[src/hdl/lcat_pkg.sv]
// ----------------------------------------------------------------------------
// lcat_pkg
// Shared types, widths and constants for the load-cell average and tare block.
// ----------------------------------------------------------------------------
package lcat_pkg;

  localparam int unsigned SAMPLE_W      = 24;
  localparam int unsigned WEIGHT_W      = 26;
  localparam int unsigned GAIN_W        = 32;
  localparam int unsigned SHORT_LEN_DEF = 10;
  localparam int unsigned LONG_LEN_DEF  = 100;

  // About 2^24 / 213.34278867748 in unsigned Q24
  localparam logic [GAIN_W-1:0] GAIN_RESET = 32'd78640;

  // Register stages in the constant divider
  localparam int unsigned CDIV_LAT = 5;

  // Result queue; deeper than the accept-to-result latency
  localparam int unsigned FIFO_DEPTH = 16;
  localparam int unsigned FIFO_AW    = $clog2(FIFO_DEPTH);

  typedef enum logic {
    KIND_SAMPLE = 1'b0,
    KIND_TARE   = 1'b1
  } kind_e;

  typedef struct packed {
    kind_e               kind;
    logic [SAMPLE_W-1:0] raw_count;
  } in_t;

  typedef struct packed {
    logic signed [WEIGHT_W-1:0] weight_q8;
    logic signed [SAMPLE_W-1:0] short_average;
    logic signed [SAMPLE_W-1:0] long_average;
  } out_t;

  // Control travelling alongside the data path
  typedef struct packed {
    logic  vld;
    kind_e kind;
  } pipe_t;

  // Running sum of len signed samples
  function automatic int unsigned total_width(int unsigned len);
    return SAMPLE_W + $clog2(len);
  endfunction

  function automatic int unsigned addr_width(int unsigned len);
    return (len > 1) ? $clog2(len) : 1;
  endfunction

endpackage

[src/hdl/lcat_cdiv.sv]
// ----------------------------------------------------------------------------
// lcat_cdiv
// Signed division of a window sum by the window length, truncating toward
// zero: reciprocal multiply, then one correction step.
// ----------------------------------------------------------------------------
module lcat_cdiv #(
  parameter int unsigned LEN = lcat_pkg::SHORT_LEN_DEF
) (
  input  logic                                          clk_i,
  input  logic signed [lcat_pkg::total_width(LEN)-1:0]  total_i,
  output logic signed [lcat_pkg::SAMPLE_W-1:0]          avg_o
);
  import lcat_pkg::*;

  localparam int unsigned TW = total_width(LEN);
  localparam int unsigned RW = TW + 1;
  localparam int unsigned PW = TW + RW;
  localparam int unsigned QW = SAMPLE_W;
  // floor(2^TW / LEN): estimate is low by at most one
  localparam logic [RW-1:0] RECIP = RW'((64'd1 << TW) / LEN);
  localparam logic [TW-1:0] LEN_W = TW'(LEN);

  logic          neg1_q, neg2_q, neg3_q, neg4_q;
  logic [TW-1:0] mag1_q, mag2_q, mag3_q;
  logic [PW-1:0] prod_q;
  logic [QW-1:0] qe_q, q_q;
  logic [TW-1:0] back;
  logic [TW-1:0] rem;
  logic [QW-1:0] q_d;
  logic signed [SAMPLE_W-1:0] avg_q;

  assign back = TW'(qe_q) * LEN_W;
  assign rem  = mag3_q - back;
  assign q_d  = qe_q + QW'(rem >= LEN_W);

  always_ff @(posedge clk_i) begin
    neg1_q <= total_i[TW-1];
    mag1_q <= total_i[TW-1] ? TW'(-total_i) : TW'(total_i);

    neg2_q <= neg1_q;
    mag2_q <= mag1_q;
    prod_q <= PW'(mag1_q) * PW'(RECIP);

    neg3_q <= neg2_q;
    mag3_q <= mag2_q;
    qe_q   <= prod_q[TW +: QW];

    neg4_q <= neg3_q;
    q_q    <= q_d;

    avg_q  <= neg4_q ? $signed(-q_q) : $signed(q_q);
  end

  assign avg_o = avg_q;

endmodule

[config.mk]
export PLATFORM = sky130hd
export DESIGN_NAME = lcat_cdiv
export DESIGN_NICKNAME = d
export VERILOG_FILES = /design/src/hdl/lcat_pkg.sv /design/src/hdl/lcat_cdiv.sv
export SDC_FILE = /design/constraint.sdc
export NUM_CORES = 1
export LEC_CHECK = 0
export BUFFER_PORTS_ARGS = -buffer_cell sky130_fd_sc_hd__buf_2
export CORE_ASPECT_RATIO = 1.2
export CORE_UTILIZATION = 29
export DETAILED_ROUTE_END_ITERATION = 7
export HOLD_SLACK_MARGIN = 0.1
export SETUP_SLACK_MARGIN = 0.15
export SYNTH_ARGS = -nofsm -noshare
export SYNTH_HDL_FRONTEND = slang
export SYNTH_SLANG_ARGS = --single-unit
export TNS_END_PERCENT = 10
[constraint.sdc]
create_clock -name clk_i -period 15.45 [get_ports clk_i]
set_input_delay 3.09 -clock clk_i [delete_from_list [all_inputs] [get_ports clk_i]]
set_output_delay 3.09 -clock clk_i [all_outputs]
set_load 0.01 [all_outputs]
==> metrics.txt <==
Clock transition at path regs ~0.080 ns; Mapped Nets about 2400; r2r endpoint prod_q[51]; H-tree levels 4; DR DRC count 0; WL per Instance approximately 17 µm; Tcrit/Tclk final 0.4646; Nets 2470; GPL Wtd Cong about 0.95; IO buf count 52; Synth cell types 74; RSZ-0062 raised after global routing no; CTS buffer count 17; DR vias about 12000; Async SR Flop Fraction 0; final setup margin 8.273 ns; initial antenna violation count 2; final antenna-violating net count 0; post-CTS setup buffers 0; Hold Path Depth 0; max frequency between 0.1 and 0.15 GHz; Layout area overhead 10.25%; DR iter-0 viols a little under 600; later-pin clock latency in the skew report approximately 0.48 ns; Worst Path Required between 15 and 20 ns; Crit Path Category flip-flop to flip-flop; hold endpoint mag3_q[2]; top-count cell post-synth inv_1; clock sink count 182; Reg2Reg Depth 21; CP endpoint kind flip-flop; crit path DAT 7.52 ns; Total Routing Usage GR 0.1521; worst hold path type flip-flop to flip-flop; setup TNS 0 ns; worst slew pin tran roughly 0.71 ns; root buf cell clkbuf_16; syn_area_per_cell 10.18 µm²; share of layout cells above drive strength 1 0.06081; sequential area share after synthesis 0.1975; clock skew 0.01596 ns; most instantiated cells after synthesis 435 x inv_1, 302 x ha_1, 261 x fa_1, 182 x dfxtp_1, 89 x xnor2_1; post-route minimum period about 7 ns; gr ovfl total 0; R2R Setup Slk between 8 and 9 ns; hold buffers post-CTS 0; drt pass-1 iters 4; outcome finished, final reports clean; post-CTS sizing 0; Hold Startpoint mag2_q[2]; # rows 100; hpwl dp approximately 42000 µm; r2r startpoint mag1_q[22]; most used flip-flop cell after synthesis dfxtp_1; fin. max-slew vios 0; CTS tree built; Yosys warnings 0; Die ar. approximately 0.065 mm²; post-place setup slack between 8 and 9 ns; clock tree buffer depth 2; vias in the first global route approximately 13000; Critical Path Start Type flip-flop; die width 232.3 µm; top cells by area, synth fa_1 28%, ha_1 20%, dfxtp_1 20%, inv_1 8.8%, xnor2_1 4.2%; number of synthesized register bits about 180; via/cell ratio approximately 4.6; Max-slew headroom 0.5208; Post-synth EDFFs 0; initial core utilization 0.2955; io pins 53; synthesized area about 0.018 mm²; final WL roughly 47000 µm; post-synth top area cell fa_1; Hold Fails Final Rpt 0; # setup viols final 0; largest net degree at the start of global routing 30; Ant. Diodes 0; post-synth top area share 0.2832; cells after synthesis around 1800; Max FO, Critical Path 5; max-cap check violation count 0; Vert. Die Dim 278.3 µm; CORE AREA 0.06243 mm²; global-route wire length before repair approximately 74000 µm
## flip-flops by register name, indices dropped and copies added (netlist names)
register	cells
mag1_q	28
mag2_q	27
mag3_q	27
avg_o	24
prod_q	24
q_q	24
qe_q	24
neg1_q	1
neg2_q	1
neg3_q	1
neg4_q	1
## how the worst max path moves through the flow
stage	to	startpoint
2_1_floorplan	prod_q[46]	mag1_q[6]
3_3_place_gp	prod_q[51]	mag1_q[22]
3_5_place_dp	prod_q[51]	mag1_q[22]
4_1_cts	prod_q[51]	mag1_q[22]
5_1_grt	prod_q[51]	mag1_q[22]
6_report	prod_q[51]	mag1_q[22]
## critical path, stage by stage (launching register included)
cell	delay (ns)
dfxtp_1	0.61
ha_1	0.39
inv_1	0.18
fa_1	0.57
inv_1	0.06
fa_1	0.54
inv_1	0.05
fa_1	0.57
fa_1	0.47
fa_1	0.52
fa_1	0.55
inv_1	0.05
ha_1	0.33
and4_1	0.19
o21ai_0	0.11
a211oi_1	0.34
o21ai_0	0.24
a31oi_1	0.48
o2111ai_1	0.24
and2_1	0.24
o21ai_1	0.20
o211ai_1	0.12
## kinds of logic (layout without fill, tap and decap cells)
kind of cell | after synthesis | in the layout | share of synthesized area
mux | 4 | 4 | 0.002170
simple gates | 254 | 254 | 0.07080
buf+inv | 444 | 522 | 0.09039
compound gates | 245 | 245 | 0.09378
fa+ha+maj | 563 | 563 | 0.4880
xor+xnor | 121 | 121 | 0.05744
flops | 182 | 182 | 0.1975
## layer usage
metal | vias to the layer above | GRT usage | part of all wire
met5 | - | 0 | 0
met2 | 250 | 0.2713 | 0.51
met1 | 6169 | 0.1839 | 0.43
li1 | 6013 | - | -
met3 | 57 | 0.02141 | 0.035
met4 | 0 | 0.05398 | 0.027
## placed cells by master (no fill, tap or decap), types with 5 or more instances in the layout
| cell | count |
|---|---|
| nand3_1 | 29 |
| a21oi_1 | 62 |
| buf_2 | 52 |
| and3_1 | 13 |
| clkinv_8 | 5 |
| a21o_1 | 23 |
| dfxtp_1 | 182 |
| nor4_1 | 6 |
| fa_1 | 261 |
| ha_1 | 302 |
| o211ai_1 | 8 |
| or2_2 | 6 |
| a31oi_1 | 8 |
| a211oi_1 | 5 |
| a21boi_0 | 6 |
| o41ai_1 | 8 |
| or3_1 | 10 |
| o21a_1 | 10 |
| o21ai_1 | 5 |
| inv_1 | 435 |
| xnor2_1 | 89 |
| nor2b_1 | 6 |
| nand2b_1 | 16 |
| clkbuf_16 | 17 |
| and2_1 | 6 |
| o21ai_0 | 42 |
| nand2_1 | 56 |
| nor3_1 | 22 |
| or4_1 | 5 |
| nor2_1 | 51 |
| o31ai_1 | 17 |
| nand4_1 | 10 |
| xor2_1 | 32 |
## layout make-up
cell class | count | area [µm²]
fill | 6301 | 42090
multi-input combinational | 1187 | 13140
sequential | 182 | 3643
inverter | 438 | 1644
tap | 816 | 1021
clock buffer | 17 | 425.4
timing repair buffer | 52 | 260.3
clock inverter | 15 | 209.0
## per-stage QoR
stage	cells	hold WS [ns]	area, µm²	utilization
global route	2707	0.3354	20340	0.3258
global placement	2675	0.3105	19710	0.3157
CTS	2707	0.3289	20340	0.3258
detailed placement	2675	0.3121	19710	0.3157
floorplan	1813	0.3096	18450	-
finish	2707	0.3280	20340	0.3258
Power is not shown: default switching activity piles up to over one toggle a cycle in this logic, so the estimate is an artifact.
