$ cat src/hdl/lcat_pkg.sv
// ----------------------------------------------------------------------------
// lcat_pkg
// Shared types, widths and constants for the load-cell average and tare block.
// ----------------------------------------------------------------------------
package lcat_pkg;

  localparam int unsigned SAMPLE_W      = 24;
  localparam int unsigned WEIGHT_W      = 26;
  localparam int unsigned GAIN_W        = 32;
  localparam int unsigned SHORT_LEN_DEF = 10;
  localparam int unsigned LONG_LEN_DEF  = 100;

  // About 2^24 / 213.34278867748 in unsigned Q24
  localparam logic [GAIN_W-1:0] GAIN_RESET = 32'd78640;

  // Register stages in the constant divider
  localparam int unsigned CDIV_LAT = 5;

  // Result queue; deeper than the accept-to-result latency
  localparam int unsigned FIFO_DEPTH = 16;
  localparam int unsigned FIFO_AW    = $clog2(FIFO_DEPTH);

  typedef enum logic {
    KIND_SAMPLE = 1'b0,
    KIND_TARE   = 1'b1
  } kind_e;

  typedef struct packed {
    kind_e               kind;
    logic [SAMPLE_W-1:0] raw_count;
  } in_t;

  typedef struct packed {
    logic signed [WEIGHT_W-1:0] weight_q8;
    logic signed [SAMPLE_W-1:0] short_average;
    logic signed [SAMPLE_W-1:0] long_average;
  } out_t;

  // Control travelling alongside the data path
  typedef struct packed {
    logic  vld;
    kind_e kind;
  } pipe_t;

  // Running sum of len signed samples
  function automatic int unsigned total_width(int unsigned len);
    return SAMPLE_W + $clog2(len);
  endfunction

  function automatic int unsigned addr_width(int unsigned len);
    return (len > 1) ? $clog2(len) : 1;
  endfunction

endpackage

$ cat src/hdl/lcat_ring.sv
// ----------------------------------------------------------------------------
// lcat_ring
// Ring window memory with running sum: read the slot at accept, write back
// the new sample and update the sum in the cycle after.
// ----------------------------------------------------------------------------
module lcat_ring #(
  parameter int unsigned LEN = lcat_pkg::SHORT_LEN_DEF
) (
  input  logic                                              clk_i,
  input  logic                                              rst_ni,
  input  logic                                              wr_i,
  input  logic [lcat_pkg::SAMPLE_W-1:0]                     sample_i,
  output logic signed [lcat_pkg::total_width(LEN)-1:0]      total_o
);
  import lcat_pkg::*;

  localparam int unsigned AW = addr_width(LEN);
  localparam int unsigned TW = total_width(LEN);

  logic [SAMPLE_W-1:0]      mem [LEN];
  logic [LEN-1:0]           written_q;
  logic [AW-1:0]            ptr_q, ptr_d;
  logic                     s1_wr_q;
  logic [AW-1:0]            s1_addr_q;
  logic [SAMPLE_W-1:0]      s1_smp_q;
  logic [SAMPLE_W-1:0]      rd_q;
  logic                     rv_q;
  logic                     fwd_q;
  logic [SAMPLE_W-1:0]      fwd_smp_q;
  logic signed [TW-1:0]     total_q, total_d;
  logic [SAMPLE_W-1:0]      old_smp;
  logic signed [TW-1:0]     new_ext, old_ext;

  assign ptr_d = (ptr_q == AW'(LEN - 1)) ? '0 : ptr_q + AW'(1);

  // Window memory: one write, one registered read per cycle
  always_ff @(posedge clk_i) begin
    if (s1_wr_q) begin
      mem[s1_addr_q] <= s1_smp_q;
    end
    if (wr_i) begin
      rd_q      <= mem[ptr_q];
      s1_addr_q <= ptr_q;
      s1_smp_q  <= sample_i;
      fwd_smp_q <= s1_smp_q;
    end
  end

  // Never-written slots read as zero; forward a write-back to the same slot
  assign old_smp = fwd_q ? fwd_smp_q : (rv_q ? rd_q : '0);
  assign new_ext = TW'($signed(s1_smp_q));
  assign old_ext = TW'($signed(old_smp));
  assign total_d = total_q + new_ext - old_ext;

  always_ff @(posedge clk_i or negedge rst_ni) begin
    if (!rst_ni) begin
      written_q <= '0;
      ptr_q     <= '0;
      s1_wr_q   <= 1'b0;
      rv_q      <= 1'b0;
      fwd_q     <= 1'b0;
      total_q   <= '0;
    end else begin
      s1_wr_q <= wr_i;
      if (wr_i) begin
        ptr_q <= ptr_d;
        rv_q  <= written_q[ptr_q];
        fwd_q <= s1_wr_q && (s1_addr_q == ptr_q);
      end
      if (s1_wr_q) begin
        written_q[s1_addr_q] <= 1'b1;
        total_q              <= total_d;
      end
    end
  end

  assign total_o = total_q;

  a_ptr_range: assert property (@(posedge clk_i) disable iff (!rst_ni)
    ptr_q <= AW'(LEN - 1))
    else $error("ring pointer beyond window");

endmodule

$ cat config.mk
export PLATFORM = sky130hd
export DESIGN_NAME = lcat_ring
export DESIGN_NICKNAME = d
export VERILOG_FILES = /design/src/hdl/lcat_pkg.sv /design/src/hdl/lcat_ring.sv
export SDC_FILE = /design/constraint.sdc
export NUM_CORES = 1
export LEC_CHECK = 0
export ABC_CLOCK_PERIOD_IN_PS = 3500
export BUFFER_PORTS_ARGS = -buffer_cell sky130_fd_sc_hd__buf_2
export CORE_MARGIN = 4
export CORE_UTILIZATION = 30
export CTS_CLUSTER_SIZE = 10
export DETAILED_ROUTE_END_ITERATION = 8
export SLEW_MARGIN = 20
export SYNTH_ARGS = -nofsm -noshare
export SYNTH_HDL_FRONTEND = slang
export SYNTH_SLANG_ARGS = --single-unit
$ cat constraint.sdc
create_clock -name clk_i -period 3.5 [get_ports clk_i]
set_input_delay 0.7 -clock clk_i [delete_from_list [all_inputs] [get_ports clk_i]]
set_output_delay 0.7 -clock clk_i [all_outputs]
set_load 0.02 [all_outputs]
==> metrics.txt <==
Hold Worst Slack 286 ps; Skew-Pair Late Insertion Delay 540 ps; Post-Syn Nets 993; # IOs 55; floorplan core area 51400 sq um; Inserted Diodes 0; clock tree buffer depth 3; DP HPWL 22100 microns; routability cong. 0.821; GR Overflow Total 0; maximum vdd ir drop 0.488 mV; Critical Path Source Type register; Final setup viols 0; total negative slack 0 ps; Num CTS Buffers 43; required time worst endpoint 3920 ps; MaxCap Viol Count 0; Worst-Margin Slew 918 ps; Total Wirelength 33000 microns; DR WL/cell 19.2 microns; critical path fanouts, max 13; period utilization 0.954; synthesized area 15600 sq um; Root Buffer clkbuf_16; highest routed layer met4; row cnt 83; fraction of layout cells with a size suffix above 1 0.269; Final min period 3340 ps; Fin. Hold Viols 0; # DRC 0; M1 WL 15500 microns; largest net degree at the start of global routing 52; pwr/cell area 1090 nW/um^2; placed cells 1638; Non-Filler Instances 1719; Nets 1087; Critical Path End Type register; die area 55800 sq um; GR Util All Layers 0.119; first-pass iteration count of the detailed router 4; highest clock rate 0.300 GHz; Die Wd 236 microns; CTS H-Tree Depth 2; vias in the first global route 8666; Fill cells 4847; Synth area leaders edfxtp_1 (61%), dfrtp_1 (7.2%), mux4_2 (7.2%); CTS Sinks 361; YS warnings 0; cells after synthesis 911; Starting DRT DRC Count 560; top-count cell post-synth edfxtp_1; outcome finished, final reports clean; first-pass GRT wire length 52100 microns; area delta synth->final 17.5%; most frequent cells after synthesis edfxtp_1 (316), a21oi_1 (51), mux4_2 (50); input/output buffers 54; Antenna Nets Post-Route 0; Die H 236 microns; routed wl met3 1480 microns; WL met2 15400 microns; initial antenna violation count 0; Pleak 6.30 nW; largest area contributor in the netlist edfxtp_1; Initial Util 0.304; kind of critical path reg -> reg; post-synth cell types 65; Primary FF master, synth edfxtp_1; CP arrival 3760 ps; skew final 18.1 ps; Slew Viols, Final 0; synthesis-stage register bit count 361; Post-synth ARST share 0.125; Hold Path Class in -> async; Yosys top cell area share 0.607; CTS tree yes; vias per inst 4.72; Seq/Total Area, Yosys 0.679; Vias 8119; clock slew at reported path FFs 60 ps; Synth Area per Inst 17.2 sq um; Post-synth EDFFs 316; Rel. slew slack 0.384
==> worst max-delay path, cell delays in order (launching register included) <==
cell      delay, ps
dfrtp_1         400
nor2b_4         140
buf_12          140
a22oi_1         190
fa_1            490
fa_1            490
a21oi_2         200
o211ai_2        130
o211ai_2        140
buf_4           160
nand2_2          50
a21o_1          190
a21oi_2         140
xnor2_1          70
mux2_2          260
==> registers in the layout, indices dropped and copies added, names as in the netlist <==
register,count
total_o,28
rv_q,1
fwd_q,1
written_q,10
rd_q,24
s1_wr_q,1
s1_addr_q,4
fwd_smp_q,24
s1_smp_q,24
mem,240
ptr_q,4
==> path summary, 6_finish.rpt <==
path | startpoint | endpoint | slack, ps | cells past startpoint
max reg2reg | rv_q | total_o[14] | 160 | 14
max in group asynchronous | rst_ni | total_o[11] | 2500 | 2
min reg2reg | written_q[3] | written_q[3] | 470 | 1
min | rst_ni | total_o[2] | 290 | 1
min in group clk_i | sample_i[15] | s1_smp_q[15] | 330 | 1
max | rv_q | total_o[14] | 160 | 14
==> through the flow <==
stage               worst slack, ps  utilization  cell area, sq um  power (mW)
global route                  -8.42        0.357             18400        21.4
finish                          161        0.357             18400        20.0
CTS                            49.9        0.355             18200        19.8
detailed placement             53.2        0.330             16900        15.6
global placement                109        0.330             16900        15.5
floorplan                       162            -             15600        13.4
==> logic make-up (layout without fill, tap and decap cells) <==
group                    count (synthesis)  in the layout  synth area share
buffers and inverters                   72            200            0.0199
adder cells (fa/ha/maj)                 55             55            0.0570
AND/OR/NAND/NOR                        126            126            0.0445
XOR/XNOR                                33             33            0.0185
flip-flops                             361            361             0.679
multiplexers                            95             95             0.102
AO/OA/AOI/OAI                          169            169            0.0786
==> per-layer routing <==
metal	vias to the layer above	GRT usage
met4	0	0.0347
met5	-	0
met2	164	0.187
met3	45	0.0205
met1	4159	0.169
li1	3751	-
==> power by group <==
| part | switching (mW) | internal [mW] |
|---|---|---|
| registers | 0.580 | 5.48 |
| logic | 5.20 | 4.60 |
| clock network | 1.64 | 2.46 |
| total | 7.41 | 12.5 |
==> cell type report <==
cell class                      instances  area (sq um)  share of cell area
Sequential cell                       361         10600               0.578
Timing Repair Buffer                   96           663              0.0361
Tap cell                              680           851              0.0463
Inverter                               25          93.8             0.00511
Clock inverter                          4          66.3             0.00361
Multi-Input combinational cell        478          4830               0.263
Clock buffer                           75          1240              0.0673
==> cells in the final DEF, fill, tap and decap left out, drive strengths merged, types with 28 or more instances in the layout <==
cell | netlist | layout
edfxtp | 316 | 316
buf | 19 | 96
clkbuf | 28 | 75
a21oi | 56 | 56
mux4 | 50 | 50
dfrtp | 45 | 45
nor2 | 30 | 30
mux2i | 28 | 28
nor2b | 28 | 28
ha | 28 | 28
==> what timing repair did <==
| action | 4_1_cts | 5_1_grt |
|---|---|---|
| hold buffers | 0 | 0 |
| buffers inserted | 0 | 2 |
| endpoints found under the setup margin | 0 | 8 |
| gates resized for setup | 0 | 17 |
No activity file was read; power rests on OpenSTA's default activity.
