### config.mk
export PLATFORM = sky130hd
export DESIGN_NAME = lcat_weight
export DESIGN_NICKNAME = d
export VERILOG_FILES = /design/src/hdl/lcat_pkg.sv /design/src/hdl/lcat_weight.sv
export SDC_FILE = /design/constraint.sdc
export NUM_CORES = 2
export LEC_CHECK = 0
export ABC_AREA = 1
export BUFFER_PORTS_ARGS = -buffer_cell sky130_fd_sc_hd__buf_2
export CORE_ASPECT_RATIO = 0.5
export CORE_MARGIN = 1
export CORE_UTILIZATION = 40
export CTS_CLUSTER_DIAMETER = 80
export CTS_CLUSTER_SIZE = 40
export DETAILED_ROUTE_END_ITERATION = 7
export PLACE_DENSITY_LB_ADDON = 0.05
export SLEW_MARGIN = 20
export SYNTH_ARGS = -nofsm -noshare
export SYNTH_HDL_FRONTEND = slang
export SYNTH_SLANG_ARGS = --single-unit
### constraint.sdc
create_clock -name clk_i -period 8 [get_ports clk_i]
set_input_delay 1.2 -clock clk_i [delete_from_list [all_inputs] [get_ports clk_i]]
set_output_delay 1.2 -clock clk_i [all_outputs]
set_load 0.01 [all_outputs]
### src/hdl/lcat_pkg.sv
// ----------------------------------------------------------------------------
// lcat_pkg
// Shared types, widths and constants for the load-cell average and tare block.
// ----------------------------------------------------------------------------
package lcat_pkg;

  localparam int unsigned SAMPLE_W      = 24;
  localparam int unsigned WEIGHT_W      = 26;
  localparam int unsigned GAIN_W        = 32;
  localparam int unsigned SHORT_LEN_DEF = 10;
  localparam int unsigned LONG_LEN_DEF  = 100;

  // About 2^24 / 213.34278867748 in unsigned Q24
  localparam logic [GAIN_W-1:0] GAIN_RESET = 32'd78640;

  // Register stages in the constant divider
  localparam int unsigned CDIV_LAT = 5;

  // Result queue; deeper than the accept-to-result latency
  localparam int unsigned FIFO_DEPTH = 16;
  localparam int unsigned FIFO_AW    = $clog2(FIFO_DEPTH);

  typedef enum logic {
    KIND_SAMPLE = 1'b0,
    KIND_TARE   = 1'b1
  } kind_e;

  typedef struct packed {
    kind_e               kind;
    logic [SAMPLE_W-1:0] raw_count;
  } in_t;

  typedef struct packed {
    logic signed [WEIGHT_W-1:0] weight_q8;
    logic signed [SAMPLE_W-1:0] short_average;
    logic signed [SAMPLE_W-1:0] long_average;
  } out_t;

  // Control travelling alongside the data path
  typedef struct packed {
    logic  vld;
    kind_e kind;
  } pipe_t;

  // Running sum of len signed samples
  function automatic int unsigned total_width(int unsigned len);
    return SAMPLE_W + $clog2(len);
  endfunction

  function automatic int unsigned addr_width(int unsigned len);
    return (len > 1) ? $clog2(len) : 1;
  endfunction

endpackage

### src/hdl/lcat_weight.sv
// ----------------------------------------------------------------------------
// lcat_weight
// Zero offset register and tared weight: (short - zero) * gain >>> 16,
// saturated to the result width.
// ----------------------------------------------------------------------------
module lcat_weight (
  input  logic                          clk_i,
  input  logic                          rst_ni,
  input  lcat_pkg::pipe_t               ctl_i,
  input  logic signed [lcat_pkg::SAMPLE_W-1:0] short_avg_i,
  input  logic signed [lcat_pkg::SAMPLE_W-1:0] long_avg_i,
  input  logic [lcat_pkg::GAIN_W-1:0]   gain_i,
  output logic                          vld_o,
  output lcat_pkg::out_t                res_o
);
  import lcat_pkg::*;

  localparam int unsigned DW = SAMPLE_W + 1;
  localparam int unsigned PW = DW + GAIN_W + 1;
  localparam int unsigned SW = PW - 16;
  localparam logic signed [SW-1:0] W_MAX = SW'(33554431);
  localparam logic signed [SW-1:0] W_MIN = -SW'(33554432);

  logic signed [SAMPLE_W-1:0] zero_q;
  logic                       v1_q, v2_q, v3_q;
  logic signed [SAMPLE_W-1:0] sa1_q, la1_q, sa2_q, la2_q;
  logic signed [DW-1:0]       diff;
  logic signed [GAIN_W:0]     gain_s;
  logic signed [PW-1:0]       prod_d, prod_q;
  logic signed [SW-1:0]       shifted, sat;
  out_t                       res_q;

  assign diff    = DW'(sa1_q) - DW'(zero_q);
  assign gain_s  = $signed({1'b0, gain_i});
  assign prod_d  = diff * gain_s;
  // Arithmetic shift floors toward minus infinity
  assign shifted = SW'(prod_q >>> 16);

  always_comb begin
    sat = shifted;
    if (shifted > W_MAX) begin
      sat = W_MAX;
    end else if (shifted < W_MIN) begin
      sat = W_MIN;
    end
  end

  always_ff @(posedge clk_i or negedge rst_ni) begin
    if (!rst_ni) begin
      zero_q <= '0;
      v1_q   <= 1'b0;
      v2_q   <= 1'b0;
      v3_q   <= 1'b0;
    end else begin
      v1_q <= ctl_i.vld;
      v2_q <= v1_q;
      v3_q <= v2_q;
      // Tare takes effect before this beat's own weight is formed
      if (ctl_i.vld && ctl_i.kind == KIND_TARE) begin
        zero_q <= long_avg_i;
      end
    end
  end

  always_ff @(posedge clk_i) begin
    sa1_q  <= short_avg_i;
    la1_q  <= long_avg_i;
    sa2_q  <= sa1_q;
    la2_q  <= la1_q;
    prod_q <= prod_d;
    res_q.weight_q8     <= WEIGHT_W'(sat);
    res_q.short_average <= sa2_q;
    res_q.long_average  <= la2_q;
  end

  assign vld_o = v3_q;
  assign res_o = res_q;

endmodule

==> results.json <==
{
  "outcome": "complete, no violations",
  "ys_warn_count": 0,
  "avgRoutedWirePerCell_um": 22.6,
  "cts_root_buf": "clkbuf_16",
  "yosys.area.top_type": "fa_1",
  "synth-edff-count": 0,
  "dieArea_um2": 86100,
  "place_inst": 5534,
  "hp-class": "flop to flop",
  "io_pins": 159,
  "period_needed_ns": 7.69,
  "r2r_cells": 35,
  "synth_area_um2": 33900,
  "arrival_ns": 8.15,
  "path_class": "flop to flop",
  "crit_start": "zero_q[0]$_DFFE_PN0P_",
  "holdBufCountCts": 0,
  "cts.sinks": 239,
  "synth_most_common_cell": "inv_1",
  "die_w_um": 414,
  "num_rows": 75,
  "r2r_setup_slack_ns": 0.31,
  "postSynthAreaPerCell_um2": 8.36,
  "hold_violations": 0,
  "portBuffers": 158,
  "slowest_stage": "fa_1",
  "grt_pass1_vias": 29440,
  "postSynth.asyncResetShare_pct": 11.3,
  "crit_family": "adder cells",
  "instances_no_fill": 5573,
  "first_pass_iters": 6,
  "grt_pass1_wl_um": 190000,
  "antenna_found_initial": 5,
  "path_common_cell": "fa_1",
  "end_kind": "flop",
  "grt-ovfl-total": 0,
  "die_y_um": 208,
  "nets": 5468,
  "synth_cell_types": 46,
  "cts_tree": "built",
  "tightest_slew_ns": 0.880,
  "hold_start": "la2_q[17]$_DFF_P_",
  "num_vias": 28266,
  "hpwl_um": 108000,
  "place_congestion": 0.957,
  "cp-start-kind": "flop",
  "fin_skew_ns": 0.0486,
  "clkSlewWorstSetupHoldPaths_ns": 0.13,
  "final-setup-viol-count": 0,
  "area.growth.synth_to_final_pct": 18.0,
  "worst-path-stages": 35,
  "fillCellCount": 8344,
  "post-route-drc-count": 0,
  "max_slew_margin_pct": 41.1,
  "worstSkewPairLatency_ns": 0.55,
  "cp_num_buf_inv": 10,
  "synth_cells": 4062,
  "track_usage_pct": 29.9,
  "r2r-end": "prod_q[43]$_DFF_P_",
  "grt_max_degree": 48,
  "initial_utilization_pct": 40.5,
  "cp-endpoint": "prod_q[43]$_DFF_P_",
  "drtIter0Drc": 2417,
  "cap_violations": 0,
  "synth-seq-cells": 239,
  "clockBufferDepth": 3,
  "drive_gt1_share_pct": 16.8,
  "vias_per_cell": 5.07,
  "ant_nets": 0,
  "drt-total-wl_um": 126000,
  "htree_levels": 1,
  "r2r_start": "zero_q[0]$_DFFE_PN0P_",
  "crit_required_ns": 8.45,
  "cpPeakStageDelay_ns": 0.57,
  "yosysTopAreaCellShare_pct": 40.5,
  "max_freq_ghz": 0.130,
  "syn-num-nets": 5080,
  "yosys-top-cells-count": "959 x inv_1, 687 x fa_1, 598 x nand2_1",
  "slew_violations": 0,
  "synth_ff_type": "dfxtp_1",
  "numCtsBuffers": 12,
  "core_area_um2": 83900,
  "fin_crit_sh_pct": 96.2,
  "path_max_fanout": 10,
  "synth_area_leaders": "fa_1 41%, dfxtp_1 13%, inv_1 11%",
  "ys_seq_area_share_pct": 14.5
}
## flip-flops by register name, indices dropped and copies added (netlist names)
signal / count
sa2_q: 24
prod_q: 42
la1_q: 24
res_o: 74
vld_o: 1
v2_q: 1
sa1_q: 24
v1_q: 1
la2_q: 24
zero_q: 24
## layout by cell type, fill, tap and decap left out, drive strengths merged, types with 2 or more instances in the layout
cell / Yosys / final
buf: 77 / 542
a21boi: 5 / 5
nor4: 9 / 9
o21bai: 12 / 12
nor3: 17 / 17
clkbuf: 94 / 19
nand2: 610 / 610
a21o: 9 / 9
o21ai: 69 / 69
nand4: 18 / 18
or2: 14 / 14
ha: 247 / 247
nand3: 307 / 307
xnor2: 5 / 5
a21oi: 157 / 157
dfxtp: 212 / 212
xor2: 19 / 19
clkinv: 6 / 10
nand3b: 2 / 2
inv: 964 / 964
fa: 687 / 687
dfrtp: 27 / 27
nor2: 480 / 480
o21a: 7 / 7
## how the worst min path moves through the flow
stage | endpoint | slack (ns) | depth (start not counted)
5_1_grt | la2_q[18]$_DFF_P_ | 0.30 | 0
6_report | res_o[17]$_DFF_P_ | 0.30 | 0
3_3_place_gp | res_o[1]$_DFF_P_ | 0.31 | 0
4_1_cts | la2_q[18]$_DFF_P_ | 0.30 | 0
2_1_floorplan | la2_q[0]$_DFF_P_ | 0.31 | 0
3_5_place_dp | la2_q[16]$_DFF_P_ | 0.31 | 0
## cells by family after synthesis
logic type	synth area share, %
XOR/XNOR	0.619
multiplexers	0.0332
adder cells (fa/ha/maj)	49.6
buffers and inverters	13.1
AND/OR/NAND/NOR	17.9
flip-flops	14.5
AO/OA/AOI/OAI	4.25
## per-layer routing
| metal | track usage, % | up-vias | part of all wire (%) |
|---|---|---|---|
| li1 | - | 12763 | - |
| met3 | 7.25 | 113 | 10 |
| met1 | 46.0 | 14195 | 47 |
| met2 | 42.9 | 1195 | 41 |
| met4 | 4.22 | 0 | 1.6 |
| met5 | 0 | - | 0 |
## what timing repair did
action | 4_1_cts | 5_1_grt
resized for setup | 11 | 204
pin swaps | 1 | 44
buffers inserted | 1 | 15
hold endpoints to repair | 0 | 0
cloned | 0 | 3
setup endpoints to repair | 22 | 41
## per-stage QoR
stage	TNS [ns]	instance area (um2)	hold WS, ns	util [%]	setup slack [ns]
2_1_floorplan	0	33900	0.310	-	0.978
3_3_place_gp	-0.791	38600	0.311	46.0	-0.157
3_5_place_dp	-0.297	38600	0.312	46.0	-0.163
4_1_cts	0	39000	0.299	46.5	0.00441
5_1_grt	-0.249	40000	0.299	47.7	-0.0377
6_report	0	40000	0.298	47.7	0.308
## cell type report
| cell class | instances | area, um2 | share of cell area (%) |
|---|---|---|---|
| inverter | 970 | 3650 | 9.11 |
| timing repair buffer | 545 | 4280 | 10.7 |
| clock buffer | 16 | 337 | 0.841 |
| multi-input combinational | 2682 | 25400 | 63.3 |
| antenna | 1 | 2.50 | 0.00625 |
| tap | 1116 | 1400 | 3.49 |
| sequential | 239 | 4920 | 12.3 |
| clock inverter | 4 | 106 | 0.266 |
Power is not shown: default switching activity piles up to over one toggle a cycle in this logic, so the estimate is an artifact.
